<file path="config.mk">
export PLATFORM = sky130hd
export DESIGN_NAME = life_cellular_automaton_core
export DESIGN_NICKNAME = d
export VERILOG_FILES = /design/src/lca_pkg.sv /design/src/life_cellular_automaton_core.sv /design/src/lca_grid_mem.sv /design/src/lca_row_rule.sv /design/src/lca_ctrl.sv
export SDC_FILE = /design/constraint.sdc
export NUM_CORES = 2
export LEC_CHECK = 0
export ABC_AREA = 1
export BUFFER_PORTS_ARGS = -buffer_cell sky130_fd_sc_hd__buf_2
export CORE_MARGIN = 8
export CORE_UTILIZATION = 42
export CTS_CLUSTER_DIAMETER = 120
export CTS_CLUSTER_SIZE = 10
export DETAILED_ROUTE_END_ITERATION = 8
export GPL_ROUTABILITY_DRIVEN = 0
export PLACE_DENSITY_LB_ADDON = 0.12
export SYNTH_ARGS = -nofsm -noshare
export SYNTH_HDL_FRONTEND = slang
export SYNTH_HIERARCHICAL = 1
export SYNTH_SLANG_ARGS = --single-unit
</file>
<file path="constraint.sdc">
create_clock -name clk -period 5.4 [get_ports clk]
set_clock_uncertainty 0.05 [all_clocks]
set_input_delay 0.27 -clock clk [delete_from_list [all_inputs] [get_ports clk]]
set_output_delay 0.27 -clock clk [all_outputs]
set_load 0.02 [all_outputs]
</file>
<file path="src/lca_pkg.sv">
// Shared constants, types and codes for the life cellular automaton core.
`default_nettype none
package lca_pkg;

  // Grid geometry
  localparam int ROWS  = 32;
  localparam int COLS  = 64;
  localparam int ROW_W = 5;
  localparam int COL_W = 6;
  localparam int CNT_W = $clog2(ROWS + 2);

  // Rule B3/S23
  localparam logic [3:0] BIRTH_COUNT  = 4'd3;
  localparam logic [3:0] SURVIVE_LOW  = 4'd2;
  localparam logic [3:0] SURVIVE_HIGH = 4'd3;

  // Command codes
  localparam logic [1:0] FUNC_TOGGLE = 2'd0;
  localparam logic [1:0] FUNC_STEP   = 2'd1;
  localparam logic [1:0] FUNC_READ   = 2'd2;

  typedef logic [COLS-1:0]  row_t;
  typedef logic [ROW_W-1:0] row_idx_t;
  typedef logic [COL_W-1:0] col_idx_t;

  typedef enum logic [2:0] {
    ST_IDLE,
    ST_STEP,
    ST_FETCH,
    ST_UPDATE,
    ST_DONE
  } state_t;

  // Grid memory request from the sequencer
  typedef struct packed {
    logic     re;
    row_idx_t raddr;
    logic     we;
    row_idx_t waddr;
    row_t     wdata;
  } mem_req_t;

endpackage
`default_nettype wire

</file>
<file path="src/life_cellular_automaton_core.sv">
// Top level of the life cellular automaton core (B3/S23, non-wrapping grid).
//
// Usage:
//   Input channel (in_valid/in_ready) carries one command per beat: func,
//   cell_row, cell_col. Output channel (out_valid/out_ready) returns one beat
//   with cell_alive for every command, in order.
//   Toggle and read: the row is fetched from the grid memory and updated; a
//   toggle writes it back, a read leaves the grid as it was. out_valid rises
//   after the fetch, update and done states. Step: the grid is swept one row
//   per memory read, a three-row window feeds the row rule and the new row is
//   written back two rows behind the read; out_valid rises once the sweep and
//   the done state are over. Addresses outside the grid and func 3 answer 0.
//   One command at a time: in_ready is high only while the sequencer is idle.
//   The result sits in an output register, so in_ready comes back while an
//   earlier result still waits; a later result waits in the sequencer until
//   the output register frees up. A stalled receiver never loses a beat.
//   Reset (rst, synchronous) clears the row valid bits, so the whole grid
//   reads as dead at once; no clearing pass is needed.
`default_nettype none
module life_cellular_automaton_core (
  input  wire logic                      clk,
  input  wire logic                      rst,
  input  wire logic                      in_valid,
  output logic                           in_ready,
  input  wire logic [1:0]                func,
  input  wire logic [lca_pkg::ROW_W-1:0] cell_row,
  input  wire logic [lca_pkg::COL_W-1:0] cell_col,
  output logic                           out_valid,
  input  wire logic                      out_ready,
  output logic                           cell_alive
);
  import lca_pkg::*;

  mem_req_t mem_req;
  row_t     rdata;
  logic     res_valid;
  logic     res_ready;
  logic     res_bit;

  // output register takes a result when empty or being drained
  assign res_ready = !out_valid || out_ready;

  lca_ctrl u_ctrl (
    .clk      (clk),
    .rst      (rst),
    .in_valid (in_valid),
    .in_ready (in_ready),
    .func     (func),
    .cell_row (cell_row),
    .cell_col (cell_col),
    .mem_req  (mem_req),
    .rdata    (rdata),
    .res_valid(res_valid),
    .res_ready(res_ready),
    .res_bit  (res_bit)
  );

  lca_grid_mem u_mem (
    .clk  (clk),
    .rst  (rst),
    .req  (mem_req),
    .rdata(rdata)
  );

  always_ff @(posedge clk) begin
    if (rst) begin
      out_valid <= 1'b0;
    end else if (res_valid && res_ready) begin
      out_valid <= 1'b1;
    end else if (out_ready) begin
      out_valid <= 1'b0;
    end
  end

  always_ff @(posedge clk) begin
    if (res_valid && res_ready) begin
      cell_alive <= res_bit;
    end
  end

endmodule
`default_nettype wire

</file>
<file path="src/lca_grid_mem.sv">
// Grid row memory: one write and one registered read per cycle, valid bit per row.
`default_nettype none
module lca_grid_mem (
  input  wire logic              clk,
  input  wire logic              rst,
  input  wire lca_pkg::mem_req_t req,
  output logic [lca_pkg::COLS-1:0] rdata
);
  import lca_pkg::*;

  row_t            mem [ROWS];
  logic [ROWS-1:0] vld;
  row_t            rdata_q;
  logic            rvld_q;

  // rows never written since reset read as dead
  always_ff @(posedge clk) begin
    if (rst) begin
      vld <= '0;
    end else if (req.we) begin
      vld[req.waddr] <= 1'b1;
    end
  end

  always_ff @(posedge clk) begin
    if (req.we) begin
      mem[req.waddr] <= req.wdata;
    end
  end

  always_ff @(posedge clk) begin
    if (req.re) begin
      rdata_q <= mem[req.raddr];
    end
  end

  always_ff @(posedge clk) begin
    if (rst) begin
      rvld_q <= 1'b0;
    end else if (req.re) begin
      rvld_q <= vld[req.raddr];
    end
  end

  assign rdata = rvld_q ? rdata_q : '0;

endmodule
`default_nettype wire

</file>
<file path="src/lca_row_rule.sv">
// Next-generation rule for one row from the rows above, at and below it.
`default_nettype none
module lca_row_rule (
  input  wire logic [lca_pkg::COLS-1:0] above,
  input  wire logic [lca_pkg::COLS-1:0] center,
  input  wire logic [lca_pkg::COLS-1:0] below,
  output logic [lca_pkg::COLS-1:0]      next_row
);
  import lca_pkg::*;

  logic [COLS+1:0] ea, ec, eb;

  // dead padding at both edges, cell c sits at bit c+1
  assign ea = {1'b0, above, 1'b0};
  assign ec = {1'b0, center, 1'b0};
  assign eb = {1'b0, below, 1'b0};

  always_comb begin
    logic [3:0] n;
    for (int c = 0; c < COLS; c++) begin
      n = {3'b0, ea[c]} + {3'b0, ea[c+1]} + {3'b0, ea[c+2]}
        + {3'b0, ec[c]} + {3'b0, ec[c+2]}
        + {3'b0, eb[c]} + {3'b0, eb[c+1]} + {3'b0, eb[c+2]};
      if (ec[c+1]) begin
        next_row[c] = n inside {[SURVIVE_LOW:SURVIVE_HIGH]};
      end else begin
        next_row[c] = (n == BIRTH_COUNT);
      end
    end
  end

endmodule
`default_nettype wire

</file>
<file path="src/lca_ctrl.sv">
// Sequencer: row sweep for a generation step, read-modify-write for toggle and read.
`default_nettype none
module lca_ctrl (
  input  wire logic                      clk,
  input  wire logic                      rst,
  input  wire logic                      in_valid,
  output logic                           in_ready,
  input  wire logic [1:0]                func,
  input  wire logic [lca_pkg::ROW_W-1:0] cell_row,
  input  wire logic [lca_pkg::COL_W-1:0] cell_col,
  output lca_pkg::mem_req_t              mem_req,
  input  wire logic [lca_pkg::COLS-1:0]  rdata,
  output logic                           res_valid,
  input  wire logic                      res_ready,
  output logic                           res_bit
);
  import lca_pkg::*;

  localparam logic [CNT_W-1:0] CNT_ROWS = CNT_W'(ROWS);
  localparam logic [CNT_W-1:0] CNT_LAST = CNT_W'(ROWS + 1);
  localparam logic [ROW_W:0]   ROW_LIM  = (ROW_W + 1)'(ROWS);
  localparam logic [COL_W:0]   COL_LIM  = (COL_W + 1)'(COLS);

  state_t           state, state_next;
  logic [CNT_W-1:0] cnt, cnt_next;
  row_t             above, above_next;
  row_t             center, center_next;
  row_idx_t         row_q, row_q_next;
  col_idx_t         col_q, col_q_next;
  logic             is_toggle, is_toggle_next;
  logic             res_bit_next;

  logic     accept;
  logic     addr_ok;
  row_t     incoming;
  row_t     rule_row;
  row_t     upd_row;
  row_idx_t cnt_row, wb_row;

  assign accept  = in_valid && in_ready;
  assign addr_ok = ({1'b0, cell_row} < ROW_LIM) && ({1'b0, cell_col} < COL_LIM);
  assign cnt_row = cnt[ROW_W-1:0];
  assign wb_row  = ROW_W'(cnt - CNT_W'(2));

  // row arriving this cycle during a sweep; past the bottom edge it is dead
  assign incoming = (cnt != '0 && cnt <= CNT_ROWS) ? rdata : '0;

  // toggled copy of the fetched row
  assign upd_row = rdata ^ (is_toggle ? (row_t'(1) << col_q) : '0);

  lca_row_rule u_rule (
    .above   (above),
    .center  (center),
    .below   (incoming),
    .next_row(rule_row)
  );

  // next state
  always_comb begin
    state_next = state;
    case (state)
      ST_IDLE: begin
        if (accept) begin
          if (func == FUNC_STEP) begin
            state_next = ST_STEP;
          end else if ((func inside {FUNC_TOGGLE, FUNC_READ}) && addr_ok) begin
            state_next = ST_FETCH;
          end else begin
            state_next = ST_DONE;
          end
        end
      end
      ST_STEP: begin
        if (cnt == CNT_LAST) begin
          state_next = ST_DONE;
        end
      end
      ST_FETCH:  state_next = ST_UPDATE;
      ST_UPDATE: state_next = ST_DONE;
      ST_DONE: begin
        if (res_ready) begin
          state_next = ST_IDLE;
        end
      end
      default:   state_next = ST_IDLE;
    endcase
  end

  // outputs
  always_comb begin
    in_ready      = 1'b0;
    res_valid     = 1'b0;
    mem_req.re    = 1'b0;
    mem_req.raddr = row_q;
    mem_req.we    = 1'b0;
    mem_req.waddr = row_q;
    mem_req.wdata = upd_row;
    case (state)
      ST_IDLE: in_ready = 1'b1;
      ST_STEP: begin
        mem_req.re    = (cnt < CNT_ROWS);
        mem_req.raddr = cnt_row;
        mem_req.we    = (cnt >= CNT_W'(2));
        mem_req.waddr = wb_row;
        mem_req.wdata = rule_row;
      end
      ST_FETCH:  mem_req.re = 1'b1;
      ST_UPDATE: mem_req.we = is_toggle;
      ST_DONE:   res_valid = 1'b1;
      default: begin
      end
    endcase
  end

  // datapath registers
  always_comb begin
    cnt_next       = cnt;
    above_next     = above;
    center_next    = center;
    row_q_next     = row_q;
    col_q_next     = col_q;
    is_toggle_next = is_toggle;
    res_bit_next   = res_bit;
    case (state)
      ST_IDLE: begin
        if (accept) begin
          cnt_next       = '0;
          above_next     = '0;
          center_next    = '0;
          row_q_next     = cell_row;
          col_q_next     = cell_col;
          is_toggle_next = (func == FUNC_TOGGLE);
          res_bit_next   = 1'b0;
        end
      end
      ST_STEP: begin
        cnt_next    = cnt + CNT_W'(1);
        above_next  = center;
        center_next = incoming;
      end
      ST_UPDATE: res_bit_next = upd_row[col_q];
      default: begin
      end
    endcase
  end

  always_ff @(posedge clk) begin
    if (rst) begin
      state <= ST_IDLE;
      cnt   <= '0;
    end else begin
      state <= state_next;
      cnt   <= cnt_next;
    end
  end

  always_ff @(posedge clk) begin
    above     <= above_next;
    center    <= center_next;
    row_q     <= row_q_next;
    col_q     <= col_q_next;
    is_toggle <= is_toggle_next;
    res_bit   <= res_bit_next;
  end

  // a step beat always starts a sweep from the top row
  a_step_start: assert property (@(posedge clk) disable iff (rst)
    (accept && func == FUNC_STEP) |=> (state == ST_STEP && cnt == '0))
    else $error("step beat did not start a sweep");

  // grid is never written outside a sweep or a toggle update
  a_no_stray_write: assert property (@(posedge clk) disable iff (rst)
    mem_req.we |-> (state == ST_STEP || (state == ST_UPDATE && is_toggle)))
    else $error("stray grid write");

  // a fetch is always followed by its update
  a_fetch_update: assert property (@(posedge clk) disable iff (rst)
    (state == ST_FETCH) |=> (state == ST_UPDATE))
    else $error("fetch not followed by update");

  // a pending result holds while the output side is full
  a_res_hold: assert property (@(posedge clk) disable iff (rst)
    (res_valid && !res_ready) |=> (res_valid && $stable(res_bit)))
    else $error("pending result lost");

endmodule
`default_nettype wire
</file>
==> reports/qor.csv <==
stage;metric;value;unit
hold_path;worst hold endpoint;u_ctrl/col_q[3]$_DFFE_PP_;
drt;Total Routed Length;345000;um
logic_synthesis;syn_nets;10036;
setup_path;worst-path maximum fanout;38;
grt;global-route wire length before repair;499000;um
logic_synthesis;Main synth FF type;edfxtp_1;
grt;global route overflow;0;
finish;Area growth syn-to-layout;12.9;%
logic_synthesis;top cells by area, synth;edfxtp_1, nand2_1, fa_1;
floorplanning;Vert. Die Dim;518;um
setup_path;CP arrival;5.39;ns
sta;Final Hold Viols;0;
finish;Final nets;10115;
drt;TritonRoute pass-1 iters;6;
power_and_ir_drop;Total Power;0.0665;W
logic_synthesis;most common cell in the netlist;edfxtp_1;
clock_network;clock buffer depth;4;
sta;Slew Viols, Final;0;
drt;detailed-route wire length per cell;26.5;um
floorplanning;initial core utilization;42.2;%
power_and_ir_drop;switching portion of total power;39.0;%
clock_network;total CTS buffers;279;
hold_path;worst hold path depth;2;
floorplanning;Ports;20;
floorplanning;Rows;184;
setup_path;kind of critical path;flip-flop to flip-flop;
finish;share of layout cells above drive strength 1;7.27;%
power_and_ir_drop;PD cells;556;nW/um^2
sta;post-layout min period;4.93;ns
power_and_ir_drop;Clock Power Share;24.3;%
floorplanning;die area;268000;um^2
finish;post-route cell area;120000;um^2
clock_network;CTS clk-pin slew, worst paths;0.06;ns
sta;Achievable Freq;0.203;GHz
grt;number of global-route vias before repair;71034;
clock_network;H-tree levels;5;
setup_path;CP Capture Type;flip-flop;
logic_synthesis;Synth Cell Area;106000;um^2
setup_path;FF-to-FF Start;u_ctrl/cnt[1]$_SDFFE_PP0P_;
clock_network;Skew-Pair Late Insertion Delay;0.92;ns
sta;Worst Max-Slew Pin Slew;1.25;ns
grt;largest net degree at the start of global routing;195;
drt;number of remaining DRC errors;0;
logic_synthesis;Mean Syn Cell Area;11.1;um^2
outcome;status;finished, final reports clean;
sta;slew margin rel.;16.5;%
grt;initial antenna violation count;10;
sta;RSZ-0062 raised after global routing;no;
drt;Post-DRT Antenna Nets;0;
clock_network;Clock Tree Root;clkbuf_16;
floorplanning;core box area;251000;um^2
floorplanning;Die Wd;518;um
clock_network;Gates resized, CTS repair;0;
sta;Final setup viols;0;
clock_network;Clock Sinks;2297;
hold_path;Hold Crit Start;cell_col[3];
logic_synthesis;Synthesis Warnings;6;
grt;total track usage;24.9;%
sta;Total Negative Setup Slacks;0;ns
drt;Starting DRT DRC Count;8107;
flow_run;max_cap viols;0;
setup_path;reg-to-reg endpoint;u_mem/mem[16][36]$_DFFE_PP_;
hold_path;Hold Path Class;primary input to flip-flop;
logic_synthesis;post-synthesis cell type count;40;
logic_synthesis;FF+latch count, synth;2297;
logic_synthesis;async set or reset register ratio after synthesis;0;%
setup_path;R2R setup slack;0.47;ns
logic_synthesis;Syn Inst Count;9568;
sta;Tcrit/Tclk final;91.3;%
logic_synthesis;number of flops mapped to enable cells by yosys;2254;
clock_network;CTS tree;yes;
placement;Cell Area, Placed;112000;um^2
power_and_ir_drop;Comb pwr share;40.3;%
power_and_ir_drop;P_sw;0.0259;W
logic_synthesis;Synth area leader;edfxtp_1;
setup_path;R2R depth;21;
finish;Final Util;47.7;%
drt;via count;73496;
power_and_ir_drop;Flop pwr share;35.5;%
finish;Final Non-Filler Cells;13030;
logic_synthesis;post-synth top area share;63.9;%
placement;Detailed Place HPWL;193000;um
power_and_ir_drop;Max VDD drop;0.000440;V
power_and_ir_drop;LEAKAGE;45.0;nW
logic_synthesis;post-synthesis sequential area ratio;64.7;%
setup_path;Setup crit start kind;flip-flop;
power_and_ir_drop;Power Internal;0.0406;W
placement;input/output buffers;19;
placement;placed cells;12684;
logic_synthesis;commonest cells in the synthesized netlist;edfxtp_1, nand2_1, nor2_1;
setup_path;Worst Path Required;5.86;ns
drt;Vias/cell;5.64;
## per-layer routing
layer  global-route usage [%]  up-vias  wire length (um)
li1                         -    32756                 -
met1                     34.5    37173            147000
met2                     40.9     3007            163000
met3                     3.71      560             24400
met4                     7.48        0             11000
met5                        0        -                 0
## state kept, by name (all words and copies together) (netlist names)
name and cells:
u_ctrl/res_bit 1, out_valid 1, u_mem/vld 32, u_ctrl/above 64, u_ctrl/center 64, u_mem/mem 2048
u_ctrl/col_q 6, u_mem/rvld_q 1, u_ctrl/state 3, cell_alive 1, u_mem/rdata_q 64, u_ctrl/row_q 5
u_ctrl/is_toggle 1, u_ctrl/cnt 6
## critical path, stage by stage, from the launching register on
cell	delay (ns)
dfxtp_1	0.43
inv_1	0.17
ha_1	0.21
nand3_1	0.17
xor2_4	0.18
buf_12	0.26
buf_4	0.24
nor2_1	0.06
inv_1	0.17
fa_1	0.47
fa_1	0.49
inv_1	0.04
ha_1	0.19
inv_1	0.07
fa_1	0.41
inv_1	0.07
nand2_1	0.06
nor2_1	0.08
nand2_1	0.06
inv_1	0.05
nand2_1	0.06
o21ai_2	0.50
## timing repair
item | CTS | global route
hold endpoints to repair | 67 | 0
setup buffers | 0 | 0
hold buffers | 29 | 0
## kinds of logic after synthesis
kind of cell / share of synthesized area (%)
buf+inv: 6.11
flops: 64.7
fa+ha+maj: 7.12
compound gates: 7.47
simple gates: 14.5
xor+xnor: 0.0827
## how the worst max path moves through the flow
stage | startpoint | to | slack, ns | cells past startpoint
floorplan | u_ctrl/state[0]$_SDFFE_PP0P_ | u_mem/mem[23][0]$_DFFE_PP_ | 0.27 | 10
global placement | u_ctrl/cnt[1]$_SDFFE_PP0P_ | u_mem/mem[23][30]$_DFFE_PP_ | 0.58 | 22
detailed placement | u_ctrl/cnt[1]$_SDFFE_PP0P_ | u_mem/mem[0][36]$_DFFE_PP_ | 0.53 | 21
CTS | u_ctrl/cnt[1]$_SDFFE_PP0P_ | u_mem/mem[16][36]$_DFFE_PP_ | 0.48 | 21
global route | u_ctrl/cnt[1]$_SDFFE_PP0P_ | u_mem/mem[16][36]$_DFFE_PP_ | 0.16 | 21
finish | u_ctrl/cnt[1]$_SDFFE_PP0P_ | u_mem/mem[16][36]$_DFFE_PP_ | 0.47 | 21
## area by class of cell
type | count | area (um^2)
clock buffers | 307 | 7210
fillers | 22566 | 131000
flip-flops and latches | 2297 | 68500
inverters | 1062 | 4030
diodes | 1 | 2.50
multi-input cells | 5673 | 31400
repair buffers | 334 | 4120
well taps | 3348 | 4190
clock inverters | 8 | 66.3
## power by group through the flow
stage          clock network (W)  registers [W]  logic [W]
3_3_place_gp                   0         0.0239     0.0262
3_5_place_dp                   0         0.0239     0.0265
4_1_cts                   0.0164         0.0236     0.0267
6_report                  0.0161         0.0236     0.0268
2_1_floorplan                  0         0.0238     0.0174
5_1_grt                   0.0170         0.0236     0.0299
## cell usage in the layout, fill, tap and decap left out, types with 22 or more instances in the layout
cell,instances
a21oi_1,191
a31oi_2,26
buf_12,126
buf_4,159
clkbuf_1,22
clkbuf_16,285
dfxtp_1,42
dlygate4sd3_1,29
edfxtp_1,2254
fa_1,253
ha_1,198
inv_1,1050
nand2_1,1692
nand3_1,702
nand4_1,55
nor2_1,1164
nor2_4,33
nor3_1,78
o21ai_0,740
o21ai_1,64
o22ai_1,355
o31ai_1,55
## through the flow
step	setup WS [ns]	hold WS, ns
finish	0.471	0.0824
global route	0.162	0.0408
CTS	0.475	0.00877
detailed placement	0.528	0.399
global placement	0.578	0.399
floorplan	0.273	0.282
Power figures use the tool's default switching activity.
